**src/rtl/ppsm_pkg.sv**
```systemverilog
// ----------------------------------------------------------------------------
// ppsm_pkg
// Shared types, codes and constants of the pulse period speed meter.
// ----------------------------------------------------------------------------
package ppsm_pkg;

  // Default for the top level parameter
  localparam int CHANNELS_DEF = 2;

  // Capture counter width, fixed by the input payload
  localparam int CAPTURE_BITS = 16;

  // Field widths
  localparam int CAP_W     = CAPTURE_BITS;
  localparam int TIME_W    = 32;
  localparam int PERIOD_W  = 24;
  localparam int TOL_W     = 16;
  localparam int STALE_W   = 16;
  localparam int TICK_W    = 8;
  localparam int PPR_W     = 8;
  localparam int GAIN_W    = 16;
  localparam int RPM_W     = 16;
  localparam int VERDICT_W = 2;
  localparam int COUNT_W   = 32;

  // Arithmetic widths
  localparam int unsigned US_PER_MS  = 1000;
  localparam int unsigned RPM_NUM    = 60000000;
  localparam int unsigned RPM_NUM_Q8 = RPM_NUM / 256;   // gain is Q8.8
  localparam int US_MUL_W   = 10;                        // bits of US_PER_MS
  localparam int EXK_W      = TIME_W + US_MUL_W;
  localparam int AGE_US_W   = STALE_W + US_MUL_W;        // age_ms * 1000 when fresh
  localparam int DIV_W      = 34;                        // 234375*gain, eff*ppr

  localparam logic [PERIOD_W-1:0] PERIOD_MAX = '1;
  localparam logic [RPM_W-1:0]    RPM_MAX    = '1;

  // Queue between front and back
  localparam int QUEUE_DEPTH = 2;

  // Register map (word index)
  localparam int REG_IDX_W = 3;
  localparam int PADDR_W   = REG_IDX_W + 2;
  localparam logic [REG_IDX_W-1:0] REG_MIN_PERIOD = 3'd0;
  localparam logic [REG_IDX_W-1:0] REG_WRAP_TOL   = 3'd1;
  localparam logic [REG_IDX_W-1:0] REG_STALE      = 3'd2;
  localparam logic [REG_IDX_W-1:0] REG_TICK       = 3'd3;
  localparam logic [REG_IDX_W-1:0] REG_PPR        = 3'd4;
  localparam logic [REG_IDX_W-1:0] REG_GAIN       = 3'd5;

  // Register reset values
  localparam logic [PERIOD_W-1:0] MIN_PERIOD_RST = 24'd11900;
  localparam logic [TOL_W-1:0]    WRAP_TOL_RST   = 16'd50;
  localparam logic [STALE_W-1:0]  STALE_RST      = 16'd400;
  localparam logic [TICK_W-1:0]   TICK_RST       = 8'd10;
  localparam logic [PPR_W-1:0]    PPR_RST        = 8'd11;
  localparam logic [GAIN_W-1:0]   GAIN_RST       = 16'd256;

  // Request types
  localparam logic REQ_CAPTURE = 1'b0;
  localparam logic REQ_QUERY   = 1'b1;

  // Classified command codes
  localparam int CMD_W = 2;
  localparam logic [CMD_W-1:0] CMD_CAPTURE = 2'd0;
  localparam logic [CMD_W-1:0] CMD_QUERY   = 2'd1;
  localparam logic [CMD_W-1:0] CMD_BAD_CH  = 2'd2;

  // Verdicts
  localparam logic [VERDICT_W-1:0] VERDICT_FIRST  = 2'd0;
  localparam logic [VERDICT_W-1:0] VERDICT_ACCEPT = 2'd1;
  localparam logic [VERDICT_W-1:0] VERDICT_NOISE  = 2'd2;
  localparam logic [VERDICT_W-1:0] VERDICT_DESYNC = 2'd3;

  typedef struct packed {
    logic [PERIOD_W-1:0] min_period_us;
    logic [TOL_W-1:0]    wrap_tolerance_ms;
    logic [STALE_W-1:0]  stale_ms;
    logic [TICK_W-1:0]   tick_us;
    logic [PPR_W-1:0]    edges_per_rev;
    logic [GAIN_W-1:0]   cal_gain_q8;
  } cfg_t;

  typedef struct packed {
    logic              req_type;
    logic              channel;
    logic [CAP_W-1:0]  capture_value;
    logic [TIME_W-1:0] now_ms;
  } in_item_t;

  typedef struct packed {
    logic [VERDICT_W-1:0] verdict;
    logic [PERIOD_W-1:0]  period_out_us;
    logic [RPM_W-1:0]     speed_rpm;
    logic                 fresh;
    logic [COUNT_W-1:0]   noise_total;
    logic [COUNT_W-1:0]   desync_total;
  } out_item_t;

  typedef struct packed {
    logic [CMD_W-1:0] cmd;
    in_item_t         item;
  } q_item_t;

endpackage

```
**src/rtl/ppsm_front.sv**
```systemverilog
// ----------------------------------------------------------------------------
// ppsm_front
// Accepts input transactions, classifies them and queues them for the back end.
// ----------------------------------------------------------------------------
module ppsm_front #(
  parameter int CHANNELS = ppsm_pkg::CHANNELS_DEF
) (
  input  logic               clk,
  input  logic               rst_n,
  input  logic               in_valid,
  output logic               in_stall,
  input  ppsm_pkg::in_item_t in_data,
  output logic               q_valid,
  input  logic               q_pop,
  output ppsm_pkg::q_item_t  q_item
);
  import ppsm_pkg::*;

  localparam int QP_W = $clog2(QUEUE_DEPTH);
  localparam int QC_W = $clog2(QUEUE_DEPTH + 1);

  q_item_t         q_mem_r   [QUEUE_DEPTH];
  q_item_t         q_mem_nxt [QUEUE_DEPTH];
  logic [QP_W-1:0] wr_ptr_r, wr_ptr_nxt;
  logic [QP_W-1:0] rd_ptr_r, rd_ptr_nxt;
  logic [QC_W-1:0] count_r, count_nxt;
  logic            push;
  logic            ch_ok;
  q_item_t         entry;

  assign in_stall = (count_r == QC_W'(QUEUE_DEPTH));
  assign push     = in_valid && !in_stall;
  assign q_valid  = (count_r != '0);
  assign q_item   = q_mem_r[rd_ptr_r];

  always_comb begin
    ch_ok      = (int'(in_data.channel) < CHANNELS);
    entry.item = in_data;
    if (!ch_ok) begin
      entry.cmd = CMD_BAD_CH;
    end else if (in_data.req_type == REQ_QUERY) begin
      entry.cmd = CMD_QUERY;
    end else begin
      entry.cmd = CMD_CAPTURE;
    end
  end

  always_comb begin
    q_mem_nxt  = q_mem_r;
    wr_ptr_nxt = wr_ptr_r;
    rd_ptr_nxt = rd_ptr_r;
    count_nxt  = count_r;
    if (push) begin
      q_mem_nxt[wr_ptr_r] = entry;
      wr_ptr_nxt          = wr_ptr_r + 1'b1;
    end
    if (q_pop) begin
      rd_ptr_nxt = rd_ptr_r + 1'b1;
    end
    if (push && !q_pop) begin
      count_nxt = count_r + 1'b1;
    end else if (!push && q_pop) begin
      count_nxt = count_r - 1'b1;
    end
  end

  always_ff @(posedge clk) begin
    if (!rst_n) begin
      wr_ptr_r <= '0;
      rd_ptr_r <= '0;
      count_r  <= '0;
    end else begin
      wr_ptr_r <= wr_ptr_nxt;
      rd_ptr_r <= rd_ptr_nxt;
      count_r  <= count_nxt;
    end
  end

  always_ff @(posedge clk) begin
    q_mem_r <= q_mem_nxt;
  end

endmodule

```
**src/rtl/ppsm_div.sv**
```systemverilog
// ----------------------------------------------------------------------------
// ppsm_div
// Restoring unsigned divider, one quotient bit per cycle.
// ----------------------------------------------------------------------------
module ppsm_div #(
  parameter int W = ppsm_pkg::DIV_W
) (
  input  logic         clk,
  input  logic         rst_n,
  input  logic         start,
  input  logic [W-1:0] num,
  input  logic [W-1:0] den,
  output logic         done,
  output logic [W-1:0] quo
);

  localparam int CNT_W = $clog2(W + 1);

  logic             busy_r, busy_nxt;
  logic             done_r, done_nxt;
  logic [CNT_W-1:0] cnt_r, cnt_nxt;
  logic [W-1:0]     rem_r, rem_nxt;
  logic [W-1:0]     quo_r, quo_nxt;
  logic [W-1:0]     den_r, den_nxt;
  logic [W:0]       shifted;
  logic [W:0]       trial;

  assign done = done_r;
  assign quo  = quo_r;

  always_comb begin
    shifted  = {rem_r, quo_r[W-1]};
    trial    = shifted - {1'b0, den_r};
    busy_nxt = busy_r;
    done_nxt = 1'b0;
    cnt_nxt  = cnt_r;
    rem_nxt  = rem_r;
    quo_nxt  = quo_r;
    den_nxt  = den_r;
    if (start) begin
      busy_nxt = 1'b1;
      cnt_nxt  = CNT_W'(W);
      rem_nxt  = '0;
      quo_nxt  = num;
      den_nxt  = den;
    end else if (busy_r) begin
      // no borrow means the divisor fits
      if (!trial[W]) begin
        rem_nxt = trial[W-1:0];
        quo_nxt = {quo_r[W-2:0], 1'b1};
      end else begin
        rem_nxt = shifted[W-1:0];
        quo_nxt = {quo_r[W-2:0], 1'b0};
      end
      cnt_nxt = cnt_r - 1'b1;
      if (cnt_r == CNT_W'(1)) begin
        busy_nxt = 1'b0;
        done_nxt = 1'b1;
      end
    end
  end

  always_ff @(posedge clk) begin
    if (!rst_n) begin
      busy_r <= 1'b0;
      done_r <= 1'b0;
      cnt_r  <= '0;
    end else begin
      busy_r <= busy_nxt;
      done_r <= done_nxt;
      cnt_r  <= cnt_nxt;
    end
  end

  always_ff @(posedge clk) begin
    rem_r <= rem_nxt;
    quo_r <= quo_nxt;
    den_r <= den_nxt;
  end

endmodule

```
**src/rtl/ppsm_back.sv**
```systemverilog
// ----------------------------------------------------------------------------
// ppsm_back
// Per-channel state, edge classification, speed computation and result register.
// ----------------------------------------------------------------------------
module ppsm_back #(
  parameter int CHANNELS = ppsm_pkg::CHANNELS_DEF
) (
  input  logic                       clk,
  input  logic                       rst_n,
  input  ppsm_pkg::cfg_t             cfg,
  input  logic                       q_valid,
  output logic                       q_pop,
  input  ppsm_pkg::q_item_t          q_item,
  output logic                       div_start,
  output logic [ppsm_pkg::DIV_W-1:0] div_num,
  output logic [ppsm_pkg::DIV_W-1:0] div_den,
  input  logic                       div_done,
  input  logic [ppsm_pkg::DIV_W-1:0] div_quo,
  output logic                       out_valid,
  input  logic                       out_stall,
  output ppsm_pkg::out_item_t        out_data
);
  import ppsm_pkg::*;

  localparam int CH_W  = (CHANNELS > 1) ? $clog2(CHANNELS) : 1;
  localparam int PW    = CAPTURE_BITS + TICK_W;
  localparam int SUB_W = 33;

  localparam int ST_W = 4;
  localparam logic [ST_W-1:0] ST_IDLE   = 4'd0;
  localparam logic [ST_W-1:0] ST_LOAD   = 4'd1;
  localparam logic [ST_W-1:0] ST_SUB    = 4'd2;
  localparam logic [ST_W-1:0] ST_SCALE  = 4'd3;
  localparam logic [ST_W-1:0] ST_DECIDE = 4'd4;
  localparam logic [ST_W-1:0] ST_FRESH  = 4'd5;
  localparam logic [ST_W-1:0] ST_AGEUS  = 4'd6;
  localparam logic [ST_W-1:0] ST_EFF    = 4'd7;
  localparam logic [ST_W-1:0] ST_DEN    = 4'd8;
  localparam logic [ST_W-1:0] ST_START  = 4'd9;
  localparam logic [ST_W-1:0] ST_DIV    = 4'd10;
  localparam logic [ST_W-1:0] ST_OUT    = 4'd11;

  logic [ST_W-1:0]      state_r, state_nxt;
  logic                 out_valid_r, out_valid_nxt;
  out_item_t            out_data_r, out_data_nxt;

  // per-channel state
  logic [CAP_W-1:0]     ref_cap_r     [CHANNELS];
  logic [CAP_W-1:0]     ref_cap_nxt   [CHANNELS];
  logic [TIME_W-1:0]    ref_time_r    [CHANNELS];
  logic [TIME_W-1:0]    ref_time_nxt  [CHANNELS];
  logic [PERIOD_W-1:0]  per_r         [CHANNELS];
  logic [PERIOD_W-1:0]  per_nxt       [CHANNELS];
  logic                 noref_r       [CHANNELS];
  logic                 noref_nxt     [CHANNELS];
  logic [COUNT_W-1:0]   glitch_r      [CHANNELS];
  logic [COUNT_W-1:0]   glitch_nxt    [CHANNELS];
  logic [COUNT_W-1:0]   desync_r      [CHANNELS];
  logic [COUNT_W-1:0]   desync_nxt    [CHANNELS];

  // current transaction and working values
  logic [CMD_W-1:0]     cmd_r, cmd_nxt;
  logic [CH_W-1:0]      ch_r, ch_nxt;
  logic [CAP_W-1:0]     cap_r, cap_nxt;
  logic [TIME_W-1:0]    now_r, now_nxt;
  logic [VERDICT_W-1:0] verdict_r, verdict_nxt;
  logic                 fresh_r, fresh_nxt;
  logic [RPM_W-1:0]     rpm_r, rpm_nxt;
  logic [PW-1:0]        period_r, period_nxt;
  logic [TIME_W-1:0]    elapsed_r, elapsed_nxt;
  logic [TIME_W-1:0]    ex_r, ex_nxt;
  logic                 ex_ok_r, ex_ok_nxt;
  logic [EXK_W-1:0]     exk_r, exk_nxt;
  logic [STALE_W-1:0]   age_lo_r, age_lo_nxt;
  logic [AGE_US_W-1:0]  age_us_r, age_us_nxt;
  logic [AGE_US_W-1:0]  eff_r, eff_nxt;
  logic [DIV_W-1:0]     num_r, num_nxt;
  logic [DIV_W-1:0]     den_r, den_nxt;

  logic [SUB_W-1:0]        cap_diff;
  logic [CAPTURE_BITS-1:0] diff;
  logic [TIME_W-1:0]       age;
  logic [PPR_W-1:0]        ppr_eff;

  assign out_valid = out_valid_r;
  assign out_data  = out_data_r;
  assign div_num   = num_r;
  assign div_den   = den_r;

  always_comb begin
    state_nxt     = state_r;
    out_valid_nxt = out_valid_r;
    out_data_nxt  = out_data_r;
    ref_cap_nxt   = ref_cap_r;
    ref_time_nxt  = ref_time_r;
    per_nxt       = per_r;
    noref_nxt     = noref_r;
    glitch_nxt    = glitch_r;
    desync_nxt    = desync_r;
    cmd_nxt       = cmd_r;
    ch_nxt        = ch_r;
    cap_nxt       = cap_r;
    now_nxt       = now_r;
    verdict_nxt   = verdict_r;
    fresh_nxt     = fresh_r;
    rpm_nxt       = rpm_r;
    period_nxt    = period_r;
    elapsed_nxt   = elapsed_r;
    ex_nxt        = ex_r;
    ex_ok_nxt     = ex_ok_r;
    exk_nxt       = exk_r;
    age_lo_nxt    = age_lo_r;
    age_us_nxt    = age_us_r;
    eff_nxt       = eff_r;
    num_nxt       = num_r;
    den_nxt       = den_r;
    q_pop         = 1'b0;
    div_start     = 1'b0;

    cap_diff = SUB_W'(cap_r) - SUB_W'(ref_cap_r[ch_r]);
    diff     = cap_diff[CAPTURE_BITS-1:0];
    age      = now_r - ref_time_r[ch_r];
    ppr_eff  = (cfg.edges_per_rev == '0) ? PPR_W'(1) : cfg.edges_per_rev;

    if (out_valid_r && !out_stall) begin
      out_valid_nxt = 1'b0;
    end

    unique case (state_r)
      ST_IDLE: begin
        if (q_valid) begin
          q_pop       = 1'b1;
          cmd_nxt     = q_item.cmd;
          ch_nxt      = CH_W'(q_item.item.channel);
          cap_nxt     = q_item.item.capture_value;
          now_nxt     = q_item.item.now_ms;
          verdict_nxt = VERDICT_FIRST;
          fresh_nxt   = 1'b0;
          rpm_nxt     = '0;
          unique case (q_item.cmd)
            CMD_CAPTURE: state_nxt = ST_LOAD;
            CMD_QUERY:   state_nxt = ST_FRESH;
            default:     state_nxt = ST_OUT;
          endcase
        end
      end
      ST_LOAD: begin
        period_nxt  = PW'(diff) * PW'(cfg.tick_us);
        elapsed_nxt = now_r - ref_time_r[ch_r];
        state_nxt   = ST_SUB;
      end
      ST_SUB: begin
        ex_ok_nxt = elapsed_r > TIME_W'(cfg.wrap_tolerance_ms);
        ex_nxt    = elapsed_r - TIME_W'(cfg.wrap_tolerance_ms);
        state_nxt = ST_SCALE;
      end
      ST_SCALE: begin
        // elapsed - tol > floor(period/1000)  <=>  (elapsed - tol)*1000 > period
        exk_nxt   = EXK_W'(ex_r) * EXK_W'(US_PER_MS);
        state_nxt = ST_DECIDE;
      end
      ST_DECIDE: begin
        if (noref_r[ch_r]) begin
          verdict_nxt        = VERDICT_FIRST;
          noref_nxt[ch_r]    = 1'b0;
          ref_cap_nxt[ch_r]  = cap_r;
          ref_time_nxt[ch_r] = now_r;
        end else if (64'(period_r) < 64'(cfg.min_period_us)) begin
          verdict_nxt      = VERDICT_NOISE;
          glitch_nxt[ch_r] = glitch_r[ch_r] + 1'b1;
        end else begin
          if (ex_ok_r && (64'(exk_r) > 64'(period_r))) begin
            verdict_nxt      = VERDICT_DESYNC;
            desync_nxt[ch_r] = desync_r[ch_r] + 1'b1;
            per_nxt[ch_r]    = '0;
          end else begin
            verdict_nxt   = VERDICT_ACCEPT;
            per_nxt[ch_r] = (64'(period_r) > 64'(PERIOD_MAX)) ? PERIOD_MAX
                                                               : PERIOD_W'(period_r);
          end
          ref_cap_nxt[ch_r]  = cap_r;
          ref_time_nxt[ch_r] = now_r;
        end
        state_nxt = ST_FRESH;
      end
      ST_FRESH: begin
        fresh_nxt  = (age <= TIME_W'(cfg.stale_ms)) && (per_r[ch_r] != '0);
        age_lo_nxt = age[STALE_W-1:0];
        state_nxt  = (cmd_r == CMD_QUERY && fresh_nxt) ? ST_AGEUS : ST_OUT;
      end
      ST_AGEUS: begin
        // fresh implies age fits the stale limit width
        age_us_nxt = AGE_US_W'(age_lo_r) * AGE_US_W'(US_PER_MS);
        state_nxt  = ST_EFF;
      end
      ST_EFF: begin
        eff_nxt   = (age_us_r > AGE_US_W'(per_r[ch_r])) ? age_us_r
                                                        : AGE_US_W'(per_r[ch_r]);
        num_nxt   = DIV_W'(cfg.cal_gain_q8) * DIV_W'(RPM_NUM_Q8);
        state_nxt = ST_DEN;
      end
      ST_DEN: begin
        den_nxt   = DIV_W'(eff_r) * DIV_W'(ppr_eff);
        state_nxt = ST_START;
      end
      ST_START: begin
        div_start = 1'b1;
        state_nxt = ST_DIV;
      end
      ST_DIV: begin
        if (div_done) begin
          rpm_nxt   = (div_quo > DIV_W'(RPM_MAX)) ? RPM_MAX : div_quo[RPM_W-1:0];
          state_nxt = ST_OUT;
        end
      end
      ST_OUT: begin
        if (!out_valid_r || !out_stall) begin
          out_valid_nxt = 1'b1;
          if (cmd_r == CMD_BAD_CH) begin
            out_data_nxt = '0;
          end else begin
            out_data_nxt.verdict       = verdict_r;
            out_data_nxt.period_out_us = per_r[ch_r];
            out_data_nxt.speed_rpm     = rpm_r;
            out_data_nxt.fresh         = fresh_r;
            out_data_nxt.noise_total   = glitch_r[ch_r];
            out_data_nxt.desync_total  = desync_r[ch_r];
          end
          state_nxt = ST_IDLE;
        end
      end
      default: state_nxt = ST_IDLE;
    endcase
  end

  always_ff @(posedge clk) begin
    if (!rst_n) begin
      state_r     <= ST_IDLE;
      out_valid_r <= 1'b0;
      for (int i = 0; i < CHANNELS; i++) begin
        ref_cap_r[i]  <= '0;
        ref_time_r[i] <= '0;
        per_r[i]      <= '0;
        noref_r[i]    <= 1'b1;
        glitch_r[i]   <= '0;
        desync_r[i]   <= '0;
      end
    end else begin
      state_r     <= state_nxt;
      out_valid_r <= out_valid_nxt;
      ref_cap_r   <= ref_cap_nxt;
      ref_time_r  <= ref_time_nxt;
      per_r       <= per_nxt;
      noref_r     <= noref_nxt;
      glitch_r    <= glitch_nxt;
      desync_r    <= desync_nxt;
    end
  end

  always_ff @(posedge clk) begin
    out_data_r <= out_data_nxt;
    cmd_r      <= cmd_nxt;
    ch_r       <= ch_nxt;
    cap_r      <= cap_nxt;
    now_r      <= now_nxt;
    verdict_r  <= verdict_nxt;
    fresh_r    <= fresh_nxt;
    rpm_r      <= rpm_nxt;
    period_r   <= period_nxt;
    elapsed_r  <= elapsed_nxt;
    ex_r       <= ex_nxt;
    ex_ok_r    <= ex_ok_nxt;
    exk_r      <= exk_nxt;
    age_lo_r   <= age_lo_nxt;
    age_us_r   <= age_us_nxt;
    eff_r      <= eff_nxt;
    num_r      <= num_nxt;
    den_r      <= den_nxt;
  end

endmodule

```
**src/rtl/pulse_period_speed_meter.sv**
```systemverilog
// ----------------------------------------------------------------------------
// pulse_period_speed_meter
// Multi-channel pulse period meter with RPM query and APB register file.
// ----------------------------------------------------------------------------
//  channel | dir | handshake                          | payload
//  in      | in  | in_valid / in_stall                | in_item_t
//  out     | out | out_valid / out_stall              | out_item_t
//  apb     | in  | psel, penable, pwrite, pready = 1  | paddr, pwdata, prdata
//
//  One transaction is processed at a time by the back end; a two-entry queue
//  keeps accepting input meanwhile until full. A capture passes the LOAD, SUB,
//  SCALE, DECIDE, FRESH and OUT states; a fresh query FRESH, AGEUS, EFF, DEN,
//  START, the 34-step serial divider and OUT; a stale or empty query FRESH and
//  OUT, a bad channel OUT alone. Results wait in the output register while
//  out_stall is high. Reset restores registers and clears all channels.
// ----------------------------------------------------------------------------
module pulse_period_speed_meter #(
  parameter int CHANNELS = ppsm_pkg::CHANNELS_DEF
) (
  input  logic                         clk,
  input  logic                         rst_n,
  input  logic                         in_valid,
  output logic                         in_stall,
  input  ppsm_pkg::in_item_t           in_data,
  output logic                         out_valid,
  input  logic                         out_stall,
  output ppsm_pkg::out_item_t          out_data,
  input  logic                         psel,
  input  logic                         penable,
  input  logic                         pwrite,
  input  logic [ppsm_pkg::PADDR_W-1:0] paddr,
  input  logic [31:0]                  pwdata,
  output logic [31:0]                  prdata,
  output logic                         pready
);
  import ppsm_pkg::*;

  cfg_t                 cfg_r, cfg_nxt;
  logic [REG_IDX_W-1:0] reg_idx;
  logic                 wr_en;

  logic                 q_valid;
  logic                 q_pop;
  q_item_t              q_item;
  logic                 div_start;
  logic [DIV_W-1:0]     div_num;
  logic [DIV_W-1:0]     div_den;
  logic                 div_done;
  logic [DIV_W-1:0]     div_quo;

  assign pready  = 1'b1;
  assign reg_idx = paddr[PADDR_W-1:2];
  assign wr_en   = psel && penable && pwrite && pready;

  always_comb begin
    cfg_nxt = cfg_r;
    if (wr_en) begin
      unique case (reg_idx)
        REG_MIN_PERIOD: cfg_nxt.min_period_us     = pwdata[PERIOD_W-1:0];
        REG_WRAP_TOL:   cfg_nxt.wrap_tolerance_ms = pwdata[TOL_W-1:0];
        REG_STALE:      cfg_nxt.stale_ms          = pwdata[STALE_W-1:0];
        REG_TICK:       cfg_nxt.tick_us           = pwdata[TICK_W-1:0];
        REG_PPR:        cfg_nxt.edges_per_rev     = pwdata[PPR_W-1:0];
        REG_GAIN:       cfg_nxt.cal_gain_q8       = pwdata[GAIN_W-1:0];
        default:        cfg_nxt                   = cfg_r;
      endcase
    end
  end

  always_comb begin
    unique case (reg_idx)
      REG_MIN_PERIOD: prdata = 32'(cfg_r.min_period_us);
      REG_WRAP_TOL:   prdata = 32'(cfg_r.wrap_tolerance_ms);
      REG_STALE:      prdata = 32'(cfg_r.stale_ms);
      REG_TICK:       prdata = 32'(cfg_r.tick_us);
      REG_PPR:        prdata = 32'(cfg_r.edges_per_rev);
      REG_GAIN:       prdata = 32'(cfg_r.cal_gain_q8);
      default:        prdata = '0;
    endcase
  end

  always_ff @(posedge clk) begin
    if (!rst_n) begin
      cfg_r.min_period_us     <= MIN_PERIOD_RST;
      cfg_r.wrap_tolerance_ms <= WRAP_TOL_RST;
      cfg_r.stale_ms          <= STALE_RST;
      cfg_r.tick_us           <= TICK_RST;
      cfg_r.edges_per_rev     <= PPR_RST;
      cfg_r.cal_gain_q8       <= GAIN_RST;
    end else begin
      cfg_r <= cfg_nxt;
    end
  end

  ppsm_front #(
    .CHANNELS (CHANNELS)
  ) u_front (
    .clk      (clk),
    .rst_n    (rst_n),
    .in_valid (in_valid),
    .in_stall (in_stall),
    .in_data  (in_data),
    .q_valid  (q_valid),
    .q_pop    (q_pop),
    .q_item   (q_item)
  );

  ppsm_back #(
    .CHANNELS (CHANNELS)
  ) u_back (
    .clk       (clk),
    .rst_n     (rst_n),
    .cfg       (cfg_r),
    .q_valid   (q_valid),
    .q_pop     (q_pop),
    .q_item    (q_item),
    .div_start (div_start),
    .div_num   (div_num),
    .div_den   (div_den),
    .div_done  (div_done),
    .div_quo   (div_quo),
    .out_valid (out_valid),
    .out_stall (out_stall),
    .out_data  (out_data)
  );

  ppsm_div #(
    .W (DIV_W)
  ) u_div (
    .clk   (clk),
    .rst_n (rst_n),
    .start (div_start),
    .num   (div_num),
    .den   (div_den),
    .done  (div_done),
    .quo   (div_quo)
  );

endmodule

```
**config.mk**
```make
export PLATFORM = sky130hd
export DESIGN_NAME = pulse_period_speed_meter
export DESIGN_NICKNAME = d
export VERILOG_FILES = /design/src/rtl/ppsm_pkg.sv /design/src/rtl/ppsm_front.sv /design/src/rtl/ppsm_div.sv /design/src/rtl/ppsm_back.sv /design/src/rtl/pulse_period_speed_meter.sv
export SDC_FILE = /design/constraint.sdc
export NUM_CORES = 2
export LEC_CHECK = 0
export BUFFER_PORTS_ARGS = -buffer_cell sky130_fd_sc_hd__buf_2
export CAP_MARGIN = 10
export CELL_PAD_IN_SITES_DETAIL_PLACEMENT = 1
export CELL_PAD_IN_SITES_GLOBAL_PLACEMENT = 1
export CORE_ASPECT_RATIO = 2
export CORE_UTILIZATION = 26
export DETAILED_ROUTE_END_ITERATION = 8
export GPL_TIMING_DRIVEN = 0
export PLACE_DENSITY = 0.49
export SLEW_MARGIN = 30
export SYNTH_ARGS = -nofsm -noshare
export SYNTH_HDL_FRONTEND = slang
export SYNTH_SLANG_ARGS = --single-unit
```
**constraint.sdc**
```tcl
create_clock -name clk -period 22.7 [get_ports clk]
set_clock_uncertainty 0.15 [all_clocks]
set_input_delay 5.675 -clock clk [delete_from_list [all_inputs] [get_ports clk]]
set_output_delay 5.675 -clock clk [all_outputs]
set_load 0.02 [all_outputs]
```
==> flow_metrics.tcl <==
set metrics [dict create \
    drc_errors 0 \
    outcome "complete, no violations" \
    synth_ff_type "edfxtp_1" \
    yosysTopAreaCell "edfxtp_1" \
    route.detailed.wl_per_inst_um 22.5 \
    yosys.cell_types.count 82 \
    hold_path_depth 0 \
    start_kind "primary input" \
    synthArstFlopShare_pct 0 \
    tns_ns 0 \
    antenna_found_initial 28 \
    path_class "in -> out" \
    utilization_pct 30.0 \
    synth.top_cell.area_share_pct 27.2 \
    syn_avg_cell_area_sq_um 10.5 \
    ff2ff_path_depth 39 \
    p_leak_nw 31.7 \
    grt_pass1_wl_mm 340 \
    yosys.area_share.simple_pct 12.3 \
    wl_met3_mm 6.34 \
    maxUsedRoutingLayer "met5" \
    cp-end-kind "output pin" \
    die_y_um 719 \
    slew_headroom_pct 29.0 \
    rsz0062_at_grt "no" \
    yosysWarnings 0 \
    synth_fa_ha_area_share_pct 25.1 \
    cts_setup_buffers 0 \
    yosysMostFrequentCell "nand2_1" \
    worstSetupStartpoint "paddr[2]" \
    place_area_sq_um 72800 \
    postLayoutCellArea_sq_um 76600 \
    worstPathArrival_ns 8.83 \
    wl_met2_mm 131 \
    rrSetupSlack_ns 9.99 \
    cts_resized 0 \
    die_width_um 360 \
    pre_cts_ws_ns 8.07 \
    holdPathEnd "u_back.out_data[77]" \
    worstReg2RegEnd "u_back.period_r[23]" \
    drt_iter0_drc 1894 \
    final.period_utilization_pct 64.5 \
    cp_data_required_time_ns 16.88 \
    portBuffers 214 \
    wirelength_mm 228 \
    holdBufCountCts 0 \
    core_area_sq_um 255000 \
    tightest_slew_ns 1.06 \
    clock_sinks 1018 \
    cp_max_fo 10 \
    place_congestion 0.870 \
    final_nets 7848 \
    finalSetupViolations 0 \
    layout_min_cycle_time_ns 14.65 \
    synth_area_sq_um 66800 \
    setup_slack_ns 8.05 \
    grt_max_degree 44 \
    rows 262 \
    clk_latency_ns 0.83 \
    synth_xor_area_share_pct 3.65 \
    area_delta_synth_final_pct 14.6 \
    hold_path_class "reg -> reg" \
    die-area_sq_um 259000 \
    synth_edf_count 605 \
    synth_common_cells "747 x nand2_1, 632 x inv_1, 605 x edfxtp_1" \
    finalHoldViolCount 0 \
    first_pass_iters 5 \
    synth_top_family_by_area "adder cells" \
    start_util_pct 26.2 \
    tritoncts "built" \
    ys_ff_latch 1018 \
    clockBufferDepth 3 \
    first_global_vias 53700 \
    synth.yosys.seq_area_share_pct 39.6 \
    drv_cap 0 \
    yosys-top-cells-area "edfxtp_1 27%, fa_1 15%, dfxtp_1 12%" \
    hp-start "u_back.rpm_r[12]" \
    dp_hpwl_mm 189 \
    slew_viol_final 0 \
    synth.area.mux_share_pct 4.58 \
    vdd_drop_max_v 0.000148 \
    r2r_start "u_back.ch_r" \
    track_usage_pct 17.6 \
    path_clk_slew_ns 0.08 \
    overflow 0 \
    cts-htree-levels 3 \
    ant_nets 0 \
    netlist_instances 6343 \
    fmax_mhz 68.3 \
    num_vias 47600 \
    synth_compound_area_share_pct 9.77 \
    fillers 28700 \
    root_buffer "clkbuf_16" \
    via_per_inst 4.70 \
    wl_met1_mm 80.4 \
    drive_above_1_share_pct 9.50 \
    ios 236 \
    cts_made_buffers 105 \
    powerDensity_nw_per_um2 151 \
]
-- metrics by stage --
step,hold WS (ns),cells,power (W)
4_1_cts,0.248,10100,0.0118
2_1_floorplan,0.250,6350,0.00772
6_report,0.249,10100,0.0116
3_5_place_dp,0.255,9900,0.00986
5_1_grt,0.272,10100,0.0126
3_3_place_gp,0.251,9864,0.00970
-- layer usage --
metal  global-route usage (%)  up-vias
met5                        0        -
li1                         -    22400
met2                     36.1      732
met1                     17.2    24100
met4                     7.28       12
met3                     1.95      325
-- flip-flops by register name, indices dropped and copies added (netlist names), 39 cells and up --
name	count
u_back.exk_r	39
cfg_r	88
u_front.q_mem_r	100
u_back.glitch_r	64
u_back.desync_r	64
u_back.ref_time_r	64
u_back.per_r	48
u_back.out_data	107
-- power breakdown --
part	leakage [nW]	internal, W	total, W	switching (W)
clock	1.80	0.00106	0.00191	0.000842
sequential	8.74	0.00261	0.00289	0.000280
combinational	21.1	0.00276	0.00677	0.00401
total	31.7	0.00644	0.0116	0.00513
-- cells by family after synthesis --
logic type,Yosys count
compound gates,1072
xor+xnor,278
fa+ha+maj,1047
buf+inv,871
flops,1018
mux,289
other cells,2
simple gates,1766
-- critical path, stage by stage --
cell and delay (ns):
clkbuf_1 0.44, buf_1 0.66, and2_1 0.22, clkbuf_1 0.39, a21oi_1 0.27, o21ai_0 0.84
buf_2 0.31
-- cell usage in the layout (no fill, tap or decap), types with 81 or more instances in the layout --
cell         n
nand2_1    746
inv_1      631
edfxtp_1   605
ha_1       560
fa_1       487
dfxtp_1    413
a21oi_1    412
nor2_1     300
o21ai_0    253
and2_1     228
buf_2      225
xnor2_1    187
clkbuf_1   179
mux2i_1    168
nand3_1    162
mux2_2     120
a21o_1     116
clkbuf_16  105
xor2_1      81
-- how the worst max path moves through the flow --
stage | to | depth (start not counted) | slack, ns
after floorplan | prdata[4] | 6 | 9.55
after global placement | u_back.out_data[64] | 2 | 5.96
after detailed placement | prdata[8] | 7 | 8.07
after CTS | prdata[8] | 7 | 8.06
after global routing | prdata[9] | 7 | 7.90
final | prdata[8] | 7 | 8.05
-- area by class of cell --
cell class / instances / area [sq um] / area share [%]
diodes: 9 / 22.5 / 0.0294
plain buffers: 235 / 977 / 1.28
clock buffers: 125 / 2790 / 3.65
clock inverters: 73 / 958 / 1.25
inverters: 636 / 2390 / 3.12
multi-input cells: 4461 / 37200 / 48.6
flip-flops and latches: 1018 / 26400 / 34.5
well taps: 3300 / 4130 / 5.39
repair buffers: 250 / 1660 / 2.17
Power figures use the tool's default switching activity.
